<file path="src/rtl/core/mppt_ram.sv">
module mppt_ram #(
  parameter int WIDTH = 32,
  parameter int DEPTH = 16,
  localparam int AW = (DEPTH > 1) ? $clog2(DEPTH) : 1
) (
  input  logic             clk,
  input  logic             we,
  input  logic [AW-1:0]    waddr,
  input  logic [WIDTH-1:0] wdata,
  input  logic             re,
  input  logic [AW-1:0]    raddr,
  output logic [WIDTH-1:0] rdata
);

  logic [WIDTH-1:0] mem [DEPTH];

  always_ff @(posedge clk) begin
    if (we) begin
      mem[waddr] <= wdata;
    end
    if (re) begin
      rdata <= mem[raddr];
    end
  end

endmodule

</file>
<file path="config.mk">
export PLATFORM = sky130hd
export DESIGN_NAME = mppt_ram
export DESIGN_NICKNAME = d
export VERILOG_FILES = /design/src/rtl/core/mppt_ram.sv
export SDC_FILE = /design/constraint.sdc
export NUM_CORES = 1
export LEC_CHECK = 0
export BUFFER_PORTS_ARGS = -buffer_cell sky130_fd_sc_hd__buf_4
export CORE_ASPECT_RATIO = 1.25
export CORE_MARGIN = 2
export CORE_UTILIZATION = 55
export CTS_CLUSTER_DIAMETER = 40
export CTS_CLUSTER_SIZE = 12
export DETAILED_ROUTE_END_ITERATION = 7
export PLACE_DENSITY = 0.77
export SYNTH_ARGS = -nofsm -noshare
export SYNTH_HDL_FRONTEND = slang
export SYNTH_SLANG_ARGS = --single-unit
</file>
<file path="constraint.sdc">
create_clock -name clk -period 3.74 [get_ports clk]
set_clock_uncertainty 0.05 [all_clocks]
set_input_delay 0.561 -clock clk [delete_from_list [all_inputs] [get_ports clk]]
set_output_delay 0.561 -clock clk [all_outputs]
set_load 0.05 [all_outputs]
</file>
==> results of run 1 <==
==> worst max-delay path: cells and delay by family <==
| family | cells | cell delay (ns) |
|---|---|---|
| AOI/OAI and AO/OA | 1 | 0.27 |
| buffers and inverters | 2 | 0.80 |
| muxes | 1 | 0.56 |
| and+or+nand+nor | 1 | 0.09 |
==> sequential cells by signal (all words and copies together) (netlist names) <==
signal / count
mem: 512
rdata: 32
==> logic make-up after synthesis <==
group | count (synthesis) | share of synthesized area
muxes | 128 | 0.1429
AOI/OAI and AO/OA | 64 | 0.02382
and+or+nand+nor | 59 | 0.01253
DFF | 544 | 0.8097
buffers and inverters | 43 | 0.01104
==> per-stage QoR <==
| step | utilization | setup slack (ns) | area, µm² |
|---|---|---|---|
| 2_1_floorplan | - | 0.2497 | 20180 |
| 3_3_place_gp | 0.5951 | 1.048 | 21550 |
| 3_5_place_dp | 0.5951 | 1.057 | 21550 |
| 4_1_cts | 0.6351 | 1.633 | 23000 |
| 5_1_grt | 0.6352 | 1.511 | 23000 |
| 6_report | 0.6352 | 1.668 | 23000 |
==> cells in the mapped netlist <==
cell type,number
nand2_1,33
a22oi_1,64
clkbuf_1,17
buf_2,4
mux4_2,128
nand3_1,1
or3b_2,1
nand3b_1,2
nor3_1,4
nor2b_1,2
and2_1,1
nand2b_1,2
nor2_1,13
buf_6,2
edfxtp_1,544
buf_4,11
buf_1,9
==> cells in the final DEF, fill, tap and decap left out <==
| master | Yosys | layout |
|---|---|---|
| a22oi_1 | 64 | 64 |
| and2_2 | 0 | 1 |
| buf_12 | 0 | 3 |
| buf_4 | 11 | 104 |
| bufinv_16 | 0 | 3 |
| clkbuf_1 | 17 | 2 |
| clkbuf_16 | 0 | 53 |
| clkbuf_8 | 0 | 1 |
| clkinv_1 | 0 | 1 |
| clkinv_2 | 0 | 1 |
| clkinvlp_4 | 0 | 1 |
| diode_2 | 0 | 1 |
| edfxtp_1 | 544 | 544 |
| inv_6 | 0 | 1 |
| mux4_2 | 128 | 128 |
| nand2_1 | 33 | 33 |
| nand2b_1 | 2 | 2 |
| nand3_1 | 1 | 1 |
| nand3b_1 | 2 | 2 |
| nor2_4 | 0 | 13 |
| nor2b_4 | 0 | 2 |
| nor3_2 | 0 | 3 |
| nor3_4 | 0 | 1 |
| or3b_2 | 1 | 1 |
==> metal layers <==
layer  vias up  global-route usage  wire length (µm)
met1      4880              0.3081             16280
met5         -                   0                12
li1       3796                   -                 -
met2       440              0.3592             20460
met3        79             0.04141              3245
met4         2             0.06778              1032
==> where the power goes <==
group	switching (mW)	total [mW]	internal [mW]
Sequential	0.0437	6.91	6.87
Clock	2.03	4.74	2.71
Combinational	0.439	0.710	0.270
==> final cells by class <==
| cell class | count | area share |
|---|---|---|
| diodes | 1 | 0.0001088 |
| clock inverters | 7 | 0.005005 |
| flip-flops and latches | 544 | 0.7103 |
| clock buffers | 55 | 0.05799 |
| well taps | 480 | 0.02611 |
| repair buffers | 108 | 0.03716 |
| multi-input cells | 251 | 0.1633 |
==> path summary, 6_finish.rpt <==
path | end | cells after the start
max | rdata[28] | 5
min | mem[11][13] | 1
max reg2reg | rdata[28] | 3
min reg2reg | rdata[4] | 3
==> key figures, run 1 <==
Detailed routing
  • Post-DR wirelength/cell: 28.37 µm
  • DR iter-0 viols: 1211
  • Vias per cell: 6.360
  • Detail Route Antenna Nets: 0
  • Via count: 9197
  • DR pass1 iterations: 5
  • DRC: 0
  • WL final: 41.02 mm

Hold path
  • Hold Crit Start: wdata[13]
  • Min-Delay Path Class: in2reg

Setup path
  • CP Class: in2reg
  • R2R Setup Slk: 2.19 ns
  • Critical Path Source: raddr[0]
  • Worst setup EP type: flip-flop
  • Critical path, cell by cell: clkbuf_8, buf_4, mux4_2, a22oi_1, nand2_1
  • Worst path max stage delay: 0.56 ns
  • Peak fanout along the critical path: 39
  • R2R Path Start: mem[11][28]
  • Startpoint types: input pin
  • CP max stage cell: mux4_2
  • WP data arrival: 2.32 ns
  • Worst EP required: 3.99 ns

Global route
  • Pin count of the biggest net entering global routing: 46
  • First-pass GRT wire length: 61.35 mm
  • Remaining global-route overflow: 0
  • Vias in the first global route: 9740
  • Global-route usage over all layers: 0.2202
  • Initial antenna violation count: 2

Logic synthesis
  • Dominant cell type by area after synthesis: edfxtp_1
  • Synthesis Warnings: 0
  • Cell variety after synth: 17
  • Number of synthesized register bits: 544
  • Syn_nets: 881
  • Sequential area share after synthesis: 0.8097
  • Syn_area_per_cell: 24.07 µm²
  • Synth top area share: 0.8097
  • Mapped Cells: 838
  • Syn Std Cell Area: 20170 µm²
  • Largest cells by area after synthesis: edfxtp_1, mux4_2, a22oi_1, nand2_1, buf_4

Placed design
  • IO Port Bufs: 74
  • Placed instance count: 1383
  • Placer congestion estimate: 0.7177
  • Dpl hpwl: 20.98 mm

Finish
  • Nets: 1001
  • Area growth from synthesis to layout: 14.00%
  • Seq. cell area: 16340 µm²
  • Post-route insts no fill: 1446
  • Share of post-route cells with drive strength above 1: 0.3275
  • Number of fillers in the final layout: 2260
  • Multi-input gate area: 3756 µm²

Run
  • Max-Cap Viols: 0

Run status
  • Status: completed

Clock network
  • TritonCTS Buffers: 53
  • CTS H-tree depth: 2
  • Total clock sinks: 544
  • Hold-fix buffers at CTS: 0
  • Post_cts resized: 0
  • Clock buffer depth: 3
  • Clock tree root driver cell: clkbuf_16
  • CTS tree: yes
  • Clk_lat worst skew: 0.56 ns
  • Clock transition at the registers of the reported paths: 0.06 ns
  • Setup Buffers After CTS: 0

Timing
  • Fmax: 0.4827 GHz
  • Final setup fails: 0
  • Actual slew at the worst max-slew pin: 1.036 ns
  • Hold Fails Final Rpt: 0
  • Setup TNS: 0 ns
  • Slew Viols, Final: 0
  • Hold Slack: 0.2493 ns
  • Tmin final: 2.072 ns
  • Unrepaired setup endpoints after global routing: false
  • Max-slew headroom: 0.3095
  • Final Cycle Share: 0.5539

Floorplanning
  • Die Span X: 175.3 µm
  • Die area: 38240 µm²
  • Cell Rows: 78
  • Initial core utilization: 0.5572
  • Die height: 218.1 µm
  • IO Count: 75
  • Placeable Area: 36210 µm²

Power and ir drop
  • Leakage: 7.336 nW
  • PD cells: 537.7 nW/µm²
  • Maximum VDD drop: 0.3728 mV
  • Pwr Total: 12.37 mW
(Power assumes the default switching activity.)
==> run 2, diff against run 1 <==
- ABC_AREA: unset -> 1
- CORE_UTILIZATION: 55 -> 60
- PLACE_DENSITY: 0.77 -> 0.79
- clock period: 3.74 -> 2.1 ns (I/O delays scaled with it)
==> run 2 against run 1 <==
Effect of this change:
- global-route usage is 5.8 points higher
- first-iteration DRC count is 28% higher
- clock power is 89% higher
- register-to-register slack worse by 1.3 ns
- final area is 14% higher
- setup slack worse by 1.2 ns
- combinational power is 140% higher
- final cell count is 89% higher
- sequential power is 78% higher
- critical path depth is 4 lower
- critical path type is now reg2out
- largest power group unchanged
==> key figures, run 2 <==
Logic synthesis
  • Top post-synthesis cells by count: nand2_1, edfxtp_1, inv_1
  • Dominant cell type by area after synthesis: edfxtp_1
  • Syn_nets: 2163 (+150%)
  • Synth Area in Simple Gates: 0.1973 (+0.1847)
  • Mux cell area share after synthesis: 0 (-0.1429)
  • Largest cells by area after synthesis: edfxtp_1, nand2_1, nand3_1, inv_1, buf_6
  • Number of synthesized register bits: 544 (unchanged)
  • Synthesis Warnings: 0 (unchanged)
  • Count leader, synth: nand2_1
  • Mapped Cells: 2120 (+150%)
  • Synth Area in Adders: 0 (unchanged)
  • Synth async-reset ratio: 0 (unchanged)
  • Post-Synth XOR/XNOR Area: 0 (unchanged)
  • Synth Flop Type: edfxtp_1
  • Syn Std Cell Area: 23050 µm² (+14%)
  • Main combinational cell family by area after synthesis: simple AND/OR/NAND/NOR gates
  • Syn_area_per_cell: 10.87 µm² (-55%)
  • Sequential area share after synthesis: 0.7087 (-0.1010)
  • Synth top area share: 0.7087 (-0.1010)
  • Compound-Gate Fraction of Synth Area: 0 (-0.02382)
  • Post-synth EDFFs: 544 (unchanged)
  • Cell variety after synth: 14 (-3)

Finish
  • Registers with the most flip-flops: mem: 512 flops, rdata: 32 flops
  • Nets: 2267 (+130%)
  • Top reg by flops: mem
  • Commonest cells after routing, fill and taps aside: nand2_1, edfxtp_1, inv_1, nand3_1, buf_4
  • Max reg flops: 512 (unchanged)
  • Final Util: 0.6901 (+0.05488)
  • Most common cell after layout, fill and taps aside: nand2_1
  • Share of post-route cells with drive strength above 1: 0.09342 (-0.2340)
  • Inserted Diodes: 0 (-1)
  • Area growth from synthesis to layout: 13.87%

Detailed routing
  • DR pass1 iterations: 8 (+3)
  • WL final: 54.20 mm (+32%)
  • Via count: 15400 (+67%)
  • DR iter-0 viols: 1547 (+28%)
  • Post-DR wirelength/cell: 19.78 µm (-30%)
  • Detail Route Antenna Nets: 0 (unchanged)
  • Vias per cell: 5.621 (-12%)
  • DRC: 0 (unchanged)

Floorplanning
  • Placeable Area: 38040 µm² (+5.1%)
  • Initial core utilization: 0.6060 (+0.04883)
  • Die area: 40010 µm² (+4.6%)
  • Die Span X: 179.3 µm (+2.3%)
  • Die height: 223.1 µm (+2.3%)
  • IO Count: 75 (unchanged)
  • Cell Rows: 80 (+2.6%)

Power and ir drop
  • Maximum VDD drop: 0.5964 mV (+60%)
  • Leakage: 11.11 nW (+52%)
  • PD cells: 876.0 nW/µm² (+63%)

Clock network
  • TritonCTS Buffers: 56 (+5.7%)
  • CTS tree: yes
  • Total clock sinks: 544 (unchanged)
  • Clock transition at the registers of the reported paths: 0.06 ns (about the same)
  • Setup Buffers After CTS: 0 (unchanged)
  • CTS H-tree depth: 2 (unchanged)
  • Clock tree root driver cell: clkbuf_16
  • Clock buffer depth: 3 (unchanged)
  • Clk_lat worst skew: 0.59 ns (+0.03 ns)

Global route
  • First-pass GRT wire length: 83.81 mm (+37%)
  • Global-route usage over all layers: 0.2779 (+0.05773)
  • Remaining global-route overflow: 0 (unchanged)
  • Initial antenna violation count: 0 (-2)
  • Vias in the first global route: 15860 (+63%)
  • Pin count of the biggest net entering global routing: 73 (+59%)

Hold path
  • Min-Delay Path Class: in2reg

Timing
  • Max-slew headroom: 0.5326 (+0.2231)
  • Tmin final: 1.662 ns
  • Slew Viols, Final: 0 (unchanged)
  • Actual slew at the worst max-slew pin: 0.7010 ns (-0.3347 ns)
  • Fmax: 0.6018 GHz
  • Setup TNS: 0 ns (unchanged)
  • Unrepaired setup endpoints after global routing: false
  • PnR worst setup slack: 0.4382 ns (-1.230 ns)
  • Final setup fails: 0 (unchanged)
  • Hold Fails Final Rpt: 0 (unchanged)
  • Final Cycle Share: 0.7913

Setup path
  • Critical path, cell by cell: buf_4
  • Peak fanout along the critical path: 1 (-97%)
  • Cell family with most CP delay: flip-flops
  • CP Class: reg2out
  • Worst Path Buf+Inv: 1 (-1)
  • WP data arrival: 1.30 ns (-1.02 ns)
  • Startpoint types: flip-flop
  • Worst path max stage delay: 0.47 ns (-0.09 ns)
  • CP max stage cell: edfxtp_1
  • Worst EP required: 1.74 ns (-2.25 ns)
  • Worst setup EP type: output port

Run
  • Max-Cap Viols: 0 (unchanged)

Placed design
  • IO Port Bufs: 74 (unchanged)
  • Placer congestion estimate: 0.8202 (+14%)
  • Dpl hpwl: 28.67 mm (+37%)
  • Pre-CTS WS: 0.3086 ns (-0.7487 ns)

Run status
  • Status: completed
==> run 2: cell count changes after synthesis, moves of 2 or more <==
cell      delta
nand2b_1     -2
nor2b_1      -2
mux4_2     -128
nand3_1    +384
buf_2       +37
inv_1      +388
nand2_1    +644
nor2_1       +4
nor3_1       -4
buf_1        +5
buf_4        -5
a22oi_1     -64
clkbuf_1     -3
buf_6       +27
==> run 2: cell families (layout without fill, tap and decap cells) <==
kind of cell | Yosys count | in the layout
buffers and inverters | 495 | 623
DFF | 544 | 544
and+or+nand+nor | 1081 | 1081
==> run 2: path summary, 6_finish.rpt <==
check | from | endpoint | slack [ns] | depth (start not counted)
worst min register to register | mem[10][23] | rdata[23] | 0.69 | 6
worst max register to register | mem[12][5] | rdata[5] | 0.89 | 6
worst max-delay path | rdata[10] | rdata[10] | 0.44 | 1
worst min-delay path | wdata[7] | mem[10][7] | 0.01 | 1
==> run 2: report_power, final <==
| group | total, mW | internal (mW) | switching (mW) | leakage, nW |
|---|---|---|---|---|
| logic | 1.70 | 0.509 | 1.19 | 5.39 |
| clock network | 8.98 | 5.12 | 3.86 | 0.787 |
| registers | 12.3 | 12.2 | 0.0757 | 4.94 |
==> run 2: per-stage QoR <==
stage	hold WS, ns	power, mW	instance area [µm²]	cells
2_1_floorplan	0.3639	13.53	23070	2120
3_5_place_dp	0.5728	14.17	24350	2629
4_1_cts	0.002717	23.06	26250	2740
5_1_grt	0.01825	23.63	26250	2740
6_report	0.01397	22.99	26250	2740
3_3_place_gp	0.5625	14.12	24350	2629
==> run 2: cell type report <==
cell class                 instances  area [µm²]
timing repair buffer             151        1548
tap                              492       615.6
inverter                         390        1471
clock inverter                    18       157.7
sequential                       544       16340
clock buffer                      64        1453
multi-input combinational       1081        4667
fill                            2550       11790
==> run 2: repair_timing <==
action | in CTS | in global routing
endpoints found under the hold margin | 443 | 0
hold buffers | 29 | 0
gates resized for setup | 0 | 0
setup endpoints to repair | 0 | 0
==> run 2: layer usage <==
metal / GRT usage / share of wire / vias up / routed length, µm
met2: 0.4689 / 0.50 / 804 / 27220
met1: 0.3536 / 0.36 / 7347 / 19750
met5: 0 / 0 / - / 0
met3: 0.04363 / 0.089 / 193 / 4825
met4: 0.1275 / 0.044 / 0 / 2405
li1: - / - / 7057 / -
==> run 2: worst reg2reg max path: stages (launching register included) <==
cell and delay [ns]:
edfxtp_1 0.37, inv_1 0.07, nand2_1 0.05, nand3_1 0.09, nand3_1 0.13, nand3_1 0.14, nand2_1 0.06
==> run 3, diff against run 2 <==
- CORE_UTILIZATION: 60 -> 56
- PLACE_DENSITY: 0.79 -> 0.78
- clock period: 2.1 -> 1.48 ns (I/O delays scaled with it)
==> run 3 against run 2 <==
Effect of this change:
- the run now ends with setup timing left
- critical path depth is the same
- clock power grew 31%
- utilization shrank 3.1 points
- sequential share of layout area shrank 1.5 points
- critical path type unchanged
==> key figures, run 3 (same netlist as run 2, synthesis figures left out) <==
Timing
  • Actual slew at the worst max-slew pin: 0.3943 ns (-0.3067 ns)
  • PnR worst setup slack: -0.02659 ns (-0.4648 ns)
  • Max-slew headroom: 0.7365 (+0.2038)
  • Hold Fails Final Rpt: 0 (unchanged)
  • Unrepaired setup endpoints after global routing: true
  • Final Cycle Share: 1.018
  • Tmin final: 1.507 ns
  • Slew Viols, Final: 0 (unchanged)
  • Fmax: 0.6638 GHz
  • Hold Slack: 0.2582 ns (+0.2443 ns)
  • Final setup fails: 6 (+6)

Setup path
  • Worst Path Buf+Inv: 1 (unchanged)
  • Worst path max stage delay: 0.46 ns (about the same)
  • Worst r2r dst: rdata[13]
  • Cell family with most CP delay: flip-flops
  • Worst R2R Path Depth: 6 (unchanged)
  • Critical path, cell by cell: buf_6
  • R2R Path Start: mem[5][13]
  • Worst EP required: 1.21 ns (-0.53 ns)
  • Peak fanout along the critical path: 1 (unchanged)
  • Startpoint types: flip-flop
  • CP max stage cell: edfxtp_1
  • Worst setup EP type: output port
  • WP data arrival: 1.23 ns (-0.07 ns)
  • R2R Setup Slk: 0.29 ns (-0.60 ns)
  • CP Class: reg2out

Finish
  • Max reg flops: 512 (unchanged)
  • Share of post-route cells with drive strength above 1: 0.1066 (+0.01316)
  • Final instance area: 26890 µm² (+2.4%)
  • Most common cell after layout, fill and taps aside: nand2_1
  • Registers with the most flip-flops: mem: 512 flops, rdata: 32 flops
  • Inserted Diodes: 0 (unchanged)
  • Seq. cell area: 16340 µm² (unchanged)
  • Commonest cells after routing, fill and taps aside: nand2_1, edfxtp_1, inv_1, nand3_1, buf_4
  • Final Util: 0.6588 (-0.03131)
  • Top reg by flops: mem
  • Area growth from synthesis to layout: 16.64%
  • Number of fillers in the final layout: 2773 (+8.7%)
  • Nets: 2310 (+1.9%)
  • Multi-input gate area: 4667 µm² (unchanged)

Detailed routing
  • DRC: 0 (unchanged)
  • DR iter-0 viols: 1663 (+7.5%)
  • Via count: 15510 (+0.73%)
  • DR WL met2: 27.45 mm (+0.87%)
  • WL final: 53.53 mm (-1.2%)
  • Top routing layer in use: met4
  • DR pass1 iterations: 7 (-1)
  • Vias per cell: 5.478 (-2.5%)
  • Detail Route Antenna Nets: 0 (unchanged)
  • Met1 WL: 19.40 mm (-1.8%)
  • Met3 routed WL: 4.826 mm (about the same)
  • Post-DR wirelength/cell: 18.90 µm (-4.5%)

Clock network
  • TritonCTS Buffers: 53 (-5.4%)
  • Clock tree root driver cell: clkbuf_16
  • CTS H-tree depth: 2 (unchanged)
  • Clock transition at the registers of the reported paths: 0.06 ns (about the same)
  • Clk_lat worst skew: 0.58 ns (about the same)
  • CTS tree: yes
  • Total clock sinks: 544 (unchanged)
  • Clock buffer depth: 3 (unchanged)

Placed design
  • Placer congestion estimate: 0.8246 (+0.54%)
  • Placed inst area: 25080 µm² (+3.0%)
  • IO Port Bufs: 74 (unchanged)
  • Dpl hpwl: 30.93 mm (+7.9%)

Power and ir drop
  • PD cells: 1185 nW/µm² (+35%)
  • Pint: 24.80 mW (+39%)
  • P_sw: 7.047 mW (+37%)
  • Leakage: 11.38 nW (+2.4%)
  • Switching share of power: 0.2213 (-0.001873)
  • Clock power frac: 0.371 (-0.020)
  • Combinational power share: 0.081 (+0.007)
  • Pwr Total: 31.85 mW (+39%)
  • Reg power frac: 0.548 (+0.013)
  • Maximum VDD drop: 0.8458 mV (+42%)

Floorplanning
  • IO Count: 75 (unchanged)
  • Cell Rows: 83 (+3.8%)
  • Initial core utilization: 0.5648 (-0.04123)
  • Die height: 230.8 µm (+3.4%)
  • Die Span X: 185.5 µm (+3.4%)
  • Die area: 42810 µm² (+7.0%)
  • Placeable Area: 40810 µm² (+7.3%)

Global route
  • First-pass GRT wire length: 82.83 mm (-1.2%)
  • Vias in the first global route: 15530 (-2.1%)
  • Initial antenna violation count: 0 (unchanged)
  • Remaining global-route overflow: 0 (unchanged)
  • Pin count of the biggest net entering global routing: 55 (-25%)
  • Global-route usage over all layers: 0.2560 (-0.02192)

Hold path
  • Min-Delay Path Class: in2reg
  • Hold Crit Start: raddr[3]
  • Hold depth: 4 (+3)
  • Worst Hold Path EP: rdata[18]

Run status
  • Status: complete, but fails checks
  • Failing checks: setup timing

Run
  • Max-Cap Viols: 0 (unchanged)
run 3: cell count changes in the layout (fill, tap and decap cells not counted), sizes merged:
cell | before | now
inv | 393 | 392
clkinvlp | 1 | 0
clkinv | 12 | 7
dlygate4sd3 | 29 | 33
bufinv | 2 | 0
clkbuf | 64 | 59
buf | 122 | 164
run 3: what timing repair did:
item	4_1_cts	5_1_grt
hold buffers	33	0
setup buffers	0	0
gates resized for setup	9	1
hold endpoints to repair	519	0
endpoints found under the setup margin	9	7
run 3: worst max path at each step:
stage / end / from / cells after the start
2_1_floorplan: mem[0][0] / waddr[0] / 3
3_3_place_gp: rdata[21] / raddr[0] / 9
3_5_place_dp: rdata[21] / raddr[0] / 9
4_1_cts: rdata[6] / rdata[6] / 1
5_1_grt: rdata[6] / rdata[6] / 1
6_report: rdata[17] / rdata[17] / 1
run 3: final cells by class:
class                      instances  share of cell area
clock inverter                     9            0.001908
tap                              552             0.02569
clock buffer                      59             0.05175
timing repair buffer             197             0.08475
multi-input combinational       1081              0.1736
inverter                         390             0.05473
sequential                       544              0.6076
run 3: power groups by stage:
stage,clock network (mW),registers (mW),logic (mW)
6_report,11.8,17.5,2.57
5_1_grt,12.5,17.5,2.78
4_1_cts,11.9,17.5,2.56
3_5_place_dp,0,17.8,2.45
3_3_place_gp,0,17.8,2.38
2_1_floorplan,0,18.0,1.19
run 3: per-layer routing:
| metal | global-route usage | up-vias |
|---|---|---|
| met5 | 0 | - |
| met4 | 0.1106 | 0 |
| met3 | 0.04023 | 157 |
| met2 | 0.4416 | 853 |
| met1 | 0.3199 | 7359 |
| li1 | - | 7144 |
run 3: metrics by stage:
stage / setup TNS, ns / cells / worst slack, ns
final: -0.07355 / 2832 / -0.02659
after global routing: -0.1286 / 2832 / -0.02640
after CTS: -0.2068 / 2832 / -0.04428
after detailed placement: -0.2525 / 2731 / -0.08108
after global placement: -0.06541 / 2731 / -0.06541
after floorplan: -95.36 / 2120 / -0.3179
